$ cat src/rtl/qvr_pkg.sv
// shared widths, types, constants and register indexes of the quaternion vector rotator
package qvr_pkg;

  // field widths
  localparam int unsigned QuatW    = 18;
  localparam int unsigned QuatFrac = 16;
  localparam int unsigned VecW     = 32;

  // internal arithmetic widths
  localparam int unsigned DblW     = 2 * QuatW + 1;
  localparam int unsigned EntW     = DblW + 2;
  localparam int unsigned RndShift = 8;
  localparam int unsigned MatW     = EntW - RndShift;
  localparam int unsigned PrdW     = VecW + MatW;
  localparam int unsigned AccW     = PrdW + 1;
  localparam int unsigned OutShift = 24;
  localparam int unsigned RndW     = AccW - OutShift;

  // configuration register indexes
  localparam int unsigned CfgIdxW = 3;
  localparam logic [CfgIdxW-1:0] RegQuatX = 3'd0;
  localparam logic [CfgIdxW-1:0] RegQuatY = 3'd1;
  localparam logic [CfgIdxW-1:0] RegQuatZ = 3'd2;
  localparam logic [CfgIdxW-1:0] RegQuatW = 3'd3;

  // 1.0 in the quaternion format and in the exact matrix format
  localparam logic signed [QuatW-1:0] QuatOne = QuatW'(1) << QuatFrac;
  localparam logic signed [EntW-1:0]  OneQ32  = EntW'(1) << (2 * QuatFrac);

  // rounding offsets
  localparam logic signed [EntW-1:0] EntHalf = EntW'(1) << (RndShift - 1);
  localparam logic signed [AccW-1:0] AccHalf = AccW'(1) << (OutShift - 1);

  typedef logic signed [QuatW-1:0] quat_c_t;
  typedef logic signed [VecW-1:0]  vec_c_t;
  typedef logic signed [MatW-1:0]  ent_t;
  typedef logic signed [PrdW-1:0]  prd_t;

  typedef struct packed {
    quat_c_t x;
    quat_c_t y;
    quat_c_t z;
    quat_c_t w;
  } quat_t;

  // matrix column by row, mat[col][row]
  typedef ent_t [2:0] col_t;
  typedef col_t [2:0] mat_t;

  // lane products by row, and all lanes by lane
  typedef prd_t      [2:0] lane_prd_t;
  typedef lane_prd_t [2:0] all_prd_t;

  typedef vec_c_t [2:0] vec_t;

endpackage

$ cat src/rtl/qvr_merge.sv
// merges lane products per row, rounds, saturates and holds the output
module qvr_merge (
  input  logic              clk_i,
  input  logic              en_i,
  input  qvr_pkg::all_prd_t prd_i,
  output qvr_pkg::vec_t     rot_o
);
  import qvr_pkg::*;

  typedef logic signed [AccW-1:0] acc_t;
  typedef logic signed [RndW-1:0] rnd_t;

  localparam rnd_t SatMax = {{(RndW-VecW+1){1'b0}}, {(VecW-1){1'b1}}};
  localparam rnd_t SatMin = {{(RndW-VecW+1){1'b1}}, {(VecW-1){1'b0}}};

  vec_t rot_d, rot_q;

  // sum of three lanes, round to nearest, clamp to 32 bits
  function automatic vec_c_t finish(prd_t a, prd_t b, prd_t c);
    acc_t acc;
    acc_t sh;
    rnd_t r;
    acc = AccW'(a) + AccW'(b) + AccW'(c) + AccHalf;
    sh  = acc >>> OutShift;
    r   = RndW'(sh);
    if (r > SatMax) begin
      return VecW'(SatMax);
    end else if (r < SatMin) begin
      return VecW'(SatMin);
    end
    return VecW'(r);
  endfunction

  always_comb begin
    for (int r = 0; r < 3; r++) begin
      rot_d[r] = finish(prd_i[0][r], prd_i[1][r], prd_i[2][r]);
    end
  end

  always_ff @(posedge clk_i) begin
    if (en_i) begin
      rot_q <= rot_d;
    end
  end

  assign rot_o = rot_q;

endmodule

$ cat config.mk
export PLATFORM = sky130hd
export DESIGN_NAME = qvr_merge
export DESIGN_NICKNAME = d
export VERILOG_FILES = /design/src/rtl/qvr_pkg.sv /design/src/rtl/qvr_merge.sv
export SDC_FILE = /design/constraint.sdc
export NUM_CORES = 1
export LEC_CHECK = 0
export BUFFER_PORTS_ARGS = -buffer_cell sky130_fd_sc_hd__buf_4
export CAP_MARGIN = 10
export CORE_AREA = 2 2 261 263
export CTS_BUF_LIST = sky130_fd_sc_hd__clkbuf_16
export DETAILED_ROUTE_END_ITERATION = 10
export DIE_AREA = 0 0 263 265
export PLACE_DENSITY = 0.65
export SYNTH_ARGS = -nofsm -noshare
export SYNTH_HDL_FRONTEND = slang
export SYNTH_SLANG_ARGS = --single-unit
$ cat constraint.sdc
create_clock -name clk_i -period 7.39 [get_ports clk_i]
set_input_delay 0.739 -clock clk_i [delete_from_list [all_inputs] [get_ports clk_i]]
set_output_delay 0.739 -clock clk_i [all_outputs]
set_load 0.05 [all_outputs]
==> results of run 1 <==
==> layout make-up <==
type                    count  area share, %
well taps                 873          3.869
clock buffers               9         0.7978
multi-input cells        1870          57.58
repair buffers            670          17.82
inverters                 719          9.560
flip-flops and latches     96          10.21
diodes                      3        0.02659
clock inverters             6         0.1330
==> critical path: stages <==
cell      delay [ps]
buf_4             80
inv_1             70
fa_1             570
inv_1             50
ha_1             280
ha_1             470
nand4_1          190
nor4_1           520
nand3_1          130
o211ai_1         210
nor2_1           160
o31a_1           370
o31a_1           320
o21ai_1          160
xor2_1           200
a41o_1          1020
a21o_1           220
==> layer usage <==
layer,vias to the layer above,GRT usage (%),part of all wire [%]
met1,10060,26.31,42
li1,10420,-,-
met2,714,36.20,49
met4,0,7.212,3.0
met3,83,2.536,5.7
met5,-,0,0
==> where the power goes <==
part / leakage (nW) / total [mW] / internal, mW / switching [mW]
logic: 14.3 / 5.53 / 1.99 / 3.54
registers: 0.946 / 1.13 / 0.996 / 0.132
clock network: 0.131 / 0.472 / 0.226 / 0.247
==> worst max-delay path by stage <==
| stage | startpoint | endpoint | slack, ps | cells past startpoint |
|---|---|---|---|---|
| after floorplan | prd_i[95] | rot_o[33] | 2650 | 18 |
| after global placement | prd_i[25] | rot_o[27] | 1480 | 17 |
| after detailed placement | prd_i[25] | rot_o[21] | 1400 | 17 |
| after CTS | prd_i[25] | rot_o[21] | 1810 | 17 |
| after global routing | prd_i[25] | rot_o[21] | 1550 | 17 |
| final | prd_i[25] | rot_o[21] | 1850 | 17 |
==> cells in the mapped netlist (all sizes together) (4+ instances only) <==
master and n:
a2111oi 7, a211o 4, a211oi 20, a21boi 5, a21o 101, a21oi 215
a221o 4, a221oi 5, a311oi 4, a31oi 29, and2 4, and3 14
and4 8, buf 22, clkbuf 52, edfxtp 96, fa 186, ha 366
inv 719, nand2 165, nand2b 8, nand3 41, nand4 73, nor2 105
nor2b 7, nor3 31, nor4 17, o211ai 24, o21a 10, o21ai 163
o21bai 66, o22ai 4, o31ai 10, or2 5, or3 5, or4 4
xnor2 62, xor2 61
==> stage by stage <==
step                instance area (µm²)  power (mW)  setup slack (ps)  hold WS (ps)  util (%)
floorplan                         22160       4.922              2654         851.5         -
global placement                  27960       6.600              1483          1231     41.85
detailed placement                27960       6.623              1395          1232     41.85
CTS                               28220       7.135              1813         880.9     42.25
global route                      28230       7.684              1549         912.2     42.26
finish                            28230       7.130              1852         903.2     42.26
==> logic make-up after synthesis <==
kind of cell,after synthesis
buffers and inverters,793
muxes,2
adders and majority gates,552
DFF,96
and+or+nand+nor,490
AOI/OAI and AO/OA,703
xor gates and xnor gates,123
==> layout by cell type (no fill, tap or decap), types with 4 or more instances in the layout <==
| cell type | synthesis | routed |
|---|---|---|
| edfxtp_1 | 96 | 96 |
| xnor2_1 | 62 | 62 |
| inv_1 | 719 | 720 |
| and4_1 | 8 | 8 |
| nor4_1 | 16 | 16 |
| and3_1 | 14 | 14 |
| a2111oi_0 | 5 | 5 |
| clkbuf_16 | 0 | 9 |
| a221oi_1 | 4 | 4 |
| ha_1 | 366 | 366 |
| a211oi_1 | 20 | 20 |
| fa_1 | 186 | 186 |
| o21ai_0 | 105 | 105 |
| nand3_1 | 41 | 41 |
| nand4_1 | 70 | 70 |
| nand2_1 | 165 | 165 |
| and2_1 | 4 | 4 |
| a21oi_1 | 215 | 215 |
| a311oi_1 | 4 | 4 |
| a221o_1 | 4 | 4 |
| a21o_1 | 101 | 101 |
| o31ai_1 | 10 | 9 |
| a211o_1 | 4 | 4 |
| a31oi_1 | 28 | 27 |
| a21boi_0 | 4 | 4 |
| or3_1 | 5 | 5 |
| xor2_1 | 61 | 61 |
| o21a_1 | 10 | 10 |
| o21bai_1 | 66 | 66 |
| o21ai_1 | 56 | 56 |
| nor2_1 | 105 | 105 |
| nor3_1 | 29 | 29 |
| nor2b_1 | 7 | 7 |
| o22ai_1 | 4 | 4 |
| nand2b_1 | 8 | 8 |
| o211ai_1 | 24 | 24 |
| buf_4 | 3 | 670 |
==> impl_metrics.csv, run 1 <==
group,metric,value,unit
run_status,status,"completed",
yosys,synth_compound_area_share,19.98,%
grt,grt_pass1_wl,115600,µm
pwr,power_density,252.6,nW/µm²
timing,tns,0,ps
timing,tightest_slew,1224,ps
routing,drt_pre_antenna_iters,6,
yosys,synth_top_cell_by_area,"ha_1",
setup_path,critPathMaxFanout,31,
floorplan,die_w,263,µm
routing,routed_wl,73110,µm
clock_tree,cts_hold_buf,0,
yosys,synth_top_family_by_area,"adder cells",
timing,setup_viol,0,
final_layout,multi_input_area,16260,µm²
clock_tree,root_buffer,"clkbuf_16",
worst_hold_path,min_path_type,"in -> reg",
grt,antenna_found_initial,2,
setup_path,critPathKind,"in -> reg",
clock_tree,clk_pin_slew,80,ps
final_layout,seq_area,2883,µm²
yosys,ys_seq_area_share,13.01,%
floorplan,dieArea,69700,µm²
clock_tree,cts_made_buffers,9,
timing,maxSlewViolCount,0,
yosys,synth-seq-cells,96,
yosys,syn_nets,3880,
yosys,synth_cell_types,77,
routing,drtIter0Drc,1194,
worst_hold_path,holdPathEnd,"rot_o[43]",
clock_tree,cts_tree,"yes",
grt,track_usage,20.72,%
routing,via_count,21280,
placed_design,portBuffers,664,
yosys,synth_area_leaders,"ha_1 (21%), fa_1 (17%), edfxtp_1 (13%)",
yosys,synth-simple-area-share,10.83,%
worst_hold_path,worstHoldStart,"en_i",
final_layout,final_cell_count_no_fill,4246,
clock_tree,cts.sinks,96,
clock_tree,cts_setup_buffers,0,
pwr,total_leakage_power,15.39,nW
yosys,synth_xor_area_share,4.861,%
final_layout,layout-drive-gt1-share,20.89,%
timing,rsz0062_at_grt,"false",
run,drv_cap,0,
setup_path,crit_arrival,5790,ps
setup_path,end_kind,"flip-flop",
placed_design,dp.cells,4228,
yosys,avgSynthCellArea,8.032,µm²
timing,slew_headroom,18.42,%
routing,wl_per_cell,17.22,µm
floorplan,coreArea,66800,µm²
worst_hold_path,hold_depth,1,
grt,overflow,0,
floorplan,die_h,265,µm
routing,remaining_drc_errors,0,
yosys,synthArstFlopShare,0,%
grt,grt_pass1_vias,21580,
yosys,synthAdderAreaFrac,37.47,%
pwr,peakVddDrop,0.1226,mV
yosys,netlist.area_leader.share,20.67,%
final_layout,largest_reg_flops,96,
placed_design,hpwl,64700,µm
final_layout,num-fill-cells,6829,
yosys,ys.warnings.count,0,
yosys,syn_inst,2759,
timing,fmax,180.6,MHz
yosys,ys.flop_type,"edfxtp_1",
final_layout,layout.nets,4487,
yosys,synth_edf_count,96,
grt,grt_start_max_net_pins,51,
timing,finalHoldViolations,0,
clock_tree,clock_tree.buffer_depth,2,
routing,via_per_inst,5.011,
clock_tree,cts_resized,0,
yosys,synth_area,22160,µm²
placed_design,place_congestion,0.9437,
timing,finalCritPeriodShare,74.94,%
yosys,synth_mux_area_share,0.09034,%
floorplan,row_count,95,
timing,fin_crit,5538,ps
floorplan,initial_core_util,33.17,%
setup_path,worstPathRequired,7640,ps
floorplan,ios,665,
routing,ant_nets,0,
setup_path,startpoint_type,"input port",
clock_tree,htreeDepth,3,
final_layout,area.growth.synth_to_final,27.39,%
No activity file was read; power rests on OpenSTA's default activity.
==> run 2, diff against run 1 <==
--- a/config.mk
+++ b/config.mk
@@ -5,13 +5,14 @@
 export SDC_FILE = /design/constraint.sdc
 export NUM_CORES = 1
 export LEC_CHECK = 0
+export ABC_AREA = 1
 export BUFFER_PORTS_ARGS = -buffer_cell sky130_fd_sc_hd__buf_4
 export CAP_MARGIN = 10
-export CORE_AREA = 2 2 261 263
+export CORE_AREA = 2 2 256 258
 export CTS_BUF_LIST = sky130_fd_sc_hd__clkbuf_16
 export DETAILED_ROUTE_END_ITERATION = 10
-export DIE_AREA = 0 0 263 265
-export PLACE_DENSITY = 0.65
+export DIE_AREA = 0 0 258 260
+export PLACE_DENSITY = 0.8
 export SYNTH_ARGS = -nofsm -noshare
 export SYNTH_HDL_FRONTEND = slang
 export SYNTH_SLANG_ARGS = --single-unit
==> constraint.sdc (replaced) <==
create_clock -name clk_i -period 4.69 [get_ports clk_i]
set_input_delay 0.469 -clock clk_i [delete_from_list [all_inputs] [get_ports clk_i]]
set_output_delay 0.469 -clock clk_i [all_outputs]
set_load 0.05 [all_outputs]
==> run 2 against run 1 <==
  * Combinational power grew 90%
  * Non-clock buffer count rose by 41
  * Core utilization rose by 13 points
  * Critical path depth rose by 6
  * Largest cell class unchanged
  * Largest power group unchanged
==> impl_metrics.csv, run 2 <==
group,metric,value,unit
floorplan,coreArea,64120,µm²
yosys,ys.flop_type,"edfxtp_1",
worst_hold_path,min_path_type,"in -> reg",
pwr,total_leakage_power,22.24,nW
timing,finalHoldViolations,0,
timing,setup_viol,0,
routing,drtIter0Drc,2184,
clock_tree,cts_setup_buffers,0,
yosys,synth_top_cell_by_area,"nand2_1",
timing,rsz0062_at_grt,"false",
clock_tree,clock_tree.buffer_depth,2,
pwr,peakVddDrop,0.2403,mV
pwr,power_density,368.0,nW/µm²
routing,wl_per_cell,16.47,µm
yosys,synth_mux_area_share,0,%
setup_path,startpoint,"prd_i[155]",
yosys,synthArstFlopShare,0,%
yosys,synth-simple-area-share,34.80,%
yosys,synthAdderAreaFrac,28.99,%
clock_tree,cts.sinks,96,
floorplan,dieArea,67080,µm²
timing,maxSlewViolCount,0,
grt,antenna_found_initial,0,
final_layout,final_cell_mix,"nand2_1 (1671), inv_1 (1445), buf_4 (706)",
yosys,ys_seq_area_share,10.07,%
clock_tree,cts_resized,0,
setup_path,critPathMaxFanout,27,
pwr,switchingPower,7.760,mW
setup_path,crit_arrival,4400,ps
yosys,synth_top_family_by_area,"simple AND/OR/NAND/NOR gates",
routing,routed_wl,106000,µm
yosys,synth_compound_area_share,5.749,%
clock_tree,clk_pin_slew,80,ps
floorplan,die_w,258,µm
pwr,swShare,59.84,%
yosys,synth_edf_count,96,
final_layout,post-route-util,54.95,%
clock_tree,htreeDepth,3,
final_layout,num-fill-cells,6505,
timing,slew_headroom,40.07,%
yosys,synth_xor_area_share,0.7339,%
setup_path,worstPathRequired,4840,ps
yosys,synth.top_cells.by_count,"nand2_1 (1671), inv_1 (1445), nor2_1 (374)",
grt,grt_start_max_net_pins,63,
timing,finalCritPeriodShare,90.67,%
yosys,ys.warnings.count,0,
yosys,synth_area_leaders,"nand2_1 (22%), inv_1 (19%), ha_1 (16%)",
pwr,comb_power_share,81.0,%
routing,ant_nets,0,
timing,fin_crit,4252,ps
clock_tree,root_buffer,"clkbuf_16",
run_status,status,"completed",
final_layout,layout-drive-gt1-share,14.61,%
routing,remaining_drc_errors,0,
yosys,syn_inst,4875,
pwr,power.share.clock,6.3,%
clock_tree,cts_made_buffers,9,
clock_tree,cts_tree,"yes",
yosys,syn_nets,5996,
setup_path,startpoint_type,"input port",
yosys,netlist.area_leader.share,21.90,%
floorplan,initial_core_util,44.67,%
setup_path,critPathKind,"in -> reg",
final_layout,layout.nets,6700,
grt,overflow,0,
yosys,synth_cell_types,43,
floorplan,row_count,93,
worst_hold_path,worstHoldStart,"en_i",
final_layout,multi_input_area,20130,µm²
clock_tree,cts_hold_buf,0,
final_layout,final_common_cell,"nand2_1",
placed_design,portBuffers,664,
setup_path,end_kind,"flip-flop",
final_layout,antenna_cells,0,
pwr,pwr-share-seq,12.7,%
grt,grt_pass1_wl,161600,µm
yosys,synth-seq-cells,96,
routing,via_count,31240,
placed_design,place_congestion,1.045,
floorplan,die_h,260,µm
timing,fmax,235.2,MHz
pwr,power,12.97,mW
routing,drt_pre_antenna_iters,7,
routing,via_per_inst,4.851,
final_layout,largest_reg_flops,96,
final_layout,seq_area,2883,µm²
worst_hold_path,hold_depth,1,
yosys,avgSynthCellArea,5.875,µm²
grt,track_usage,30.92,%
pwr,intPower,5.207,mW
final_layout,area.growth.synth_to_final,23.01,%
yosys,synth.most_common_cell,"nand2_1",
placed_design,hpwl,96740,µm
floorplan,ios,665,
worst_hold_path,holdPathEnd,"rot_o[95]",
timing,tns,0,ps
run,drv_cap,0,
timing,tightest_slew,899.0,ps
yosys,synth_area,28640,µm²
grt,grt_pass1_vias,30740,
==> run 2: cell types whose count changed after synthesis, moves of 99 or more <==
cell and change:
nand2_1 +1506, nor2_1 +269, a21o_1 -99, nand3_1 +161, inv_1 +726
==> run 2: worst max-delay path by stage <==
stage / end / depth (start not counted)
after floorplan: rot_o[10] / 22
after global placement: rot_o[86] / 23
after detailed placement: rot_o[27] / 24
after CTS: rot_o[27] / 24
after global routing: rot_o[71] / 23
final: rot_o[71] / 23
==> run 2: power by group through the flow <==
stage	clock network [mW]	registers [mW]	logic, mW
detailed placement	0	1.66	10.3
floorplan	0	2.78	5.61
finish	0.819	1.64	10.5
global placement	0	1.66	10.3
global route	0.861	1.66	11.5
CTS	0.832	1.65	10.4
==> run 2: cells by family (layout without fill, tap and decap cells) <==
logic type	count (synthesis)	in the layout
adder cells (fa/ha/maj)	552	552
flip-flops	96	96
buffers and inverters	1472	2181
XOR/XNOR	24	24
AO/OA/AOI/OAI	302	302
AND/OR/NAND/NOR	2429	2429
==> run 2: final cells by class <==
cell class	count	area share, %
Clock buffer	9	0.6392
Tap cell	855	3.036
Inverter	1454	15.49
Clock inverter	7	0.1953
Sequential cell	96	8.182
Multi-Input combinational cell	3307	57.13
Timing Repair Buffer	711	15.33
==> run 2: layer usage <==
layer	track usage [%]	share of wire [%]	wire length (µm)
met1	37.83	41	43270
met2	56.94	50	53030
met3	2.865	6.0	6368
met4	9.827	3.2	3349
met5	0	0	0
==> run 2: critical path, cell delays in order <==
cell,delay (ps)
buf_4,80
inv_1,80
fa_1,540
inv_1,130
ha_1,330
ha_1,380
nand2_1,160
inv_1,50
a21oi_1,200
o21ai_0,180
a21oi_1,320
nand2_1,210
nand2_1,210
nand2_1,70
nand2_1,80
nand2_1,60
nor2_1,100
nand2_1,80
nor2_1,160
nand3_1,120
nand3_2,110
buf_12,180
nand2_1,80
==> run 2: stage by stage <==
step / worst slack, ps / cell area [µm²] / cells / hold slack (ps)
floorplan: 1171 / 28640 / 4875 / 581.5
global placement: 149.4 / 34940 / 6423 / 958.5
detailed placement: 130.9 / 34940 / 6423 / 957.4
CTS: 553.3 / 35230 / 6439 / 712.2
global route: 132.2 / 35230 / 6439 / 736.7
finish: 437.8 / 35230 / 6439 / 692.4
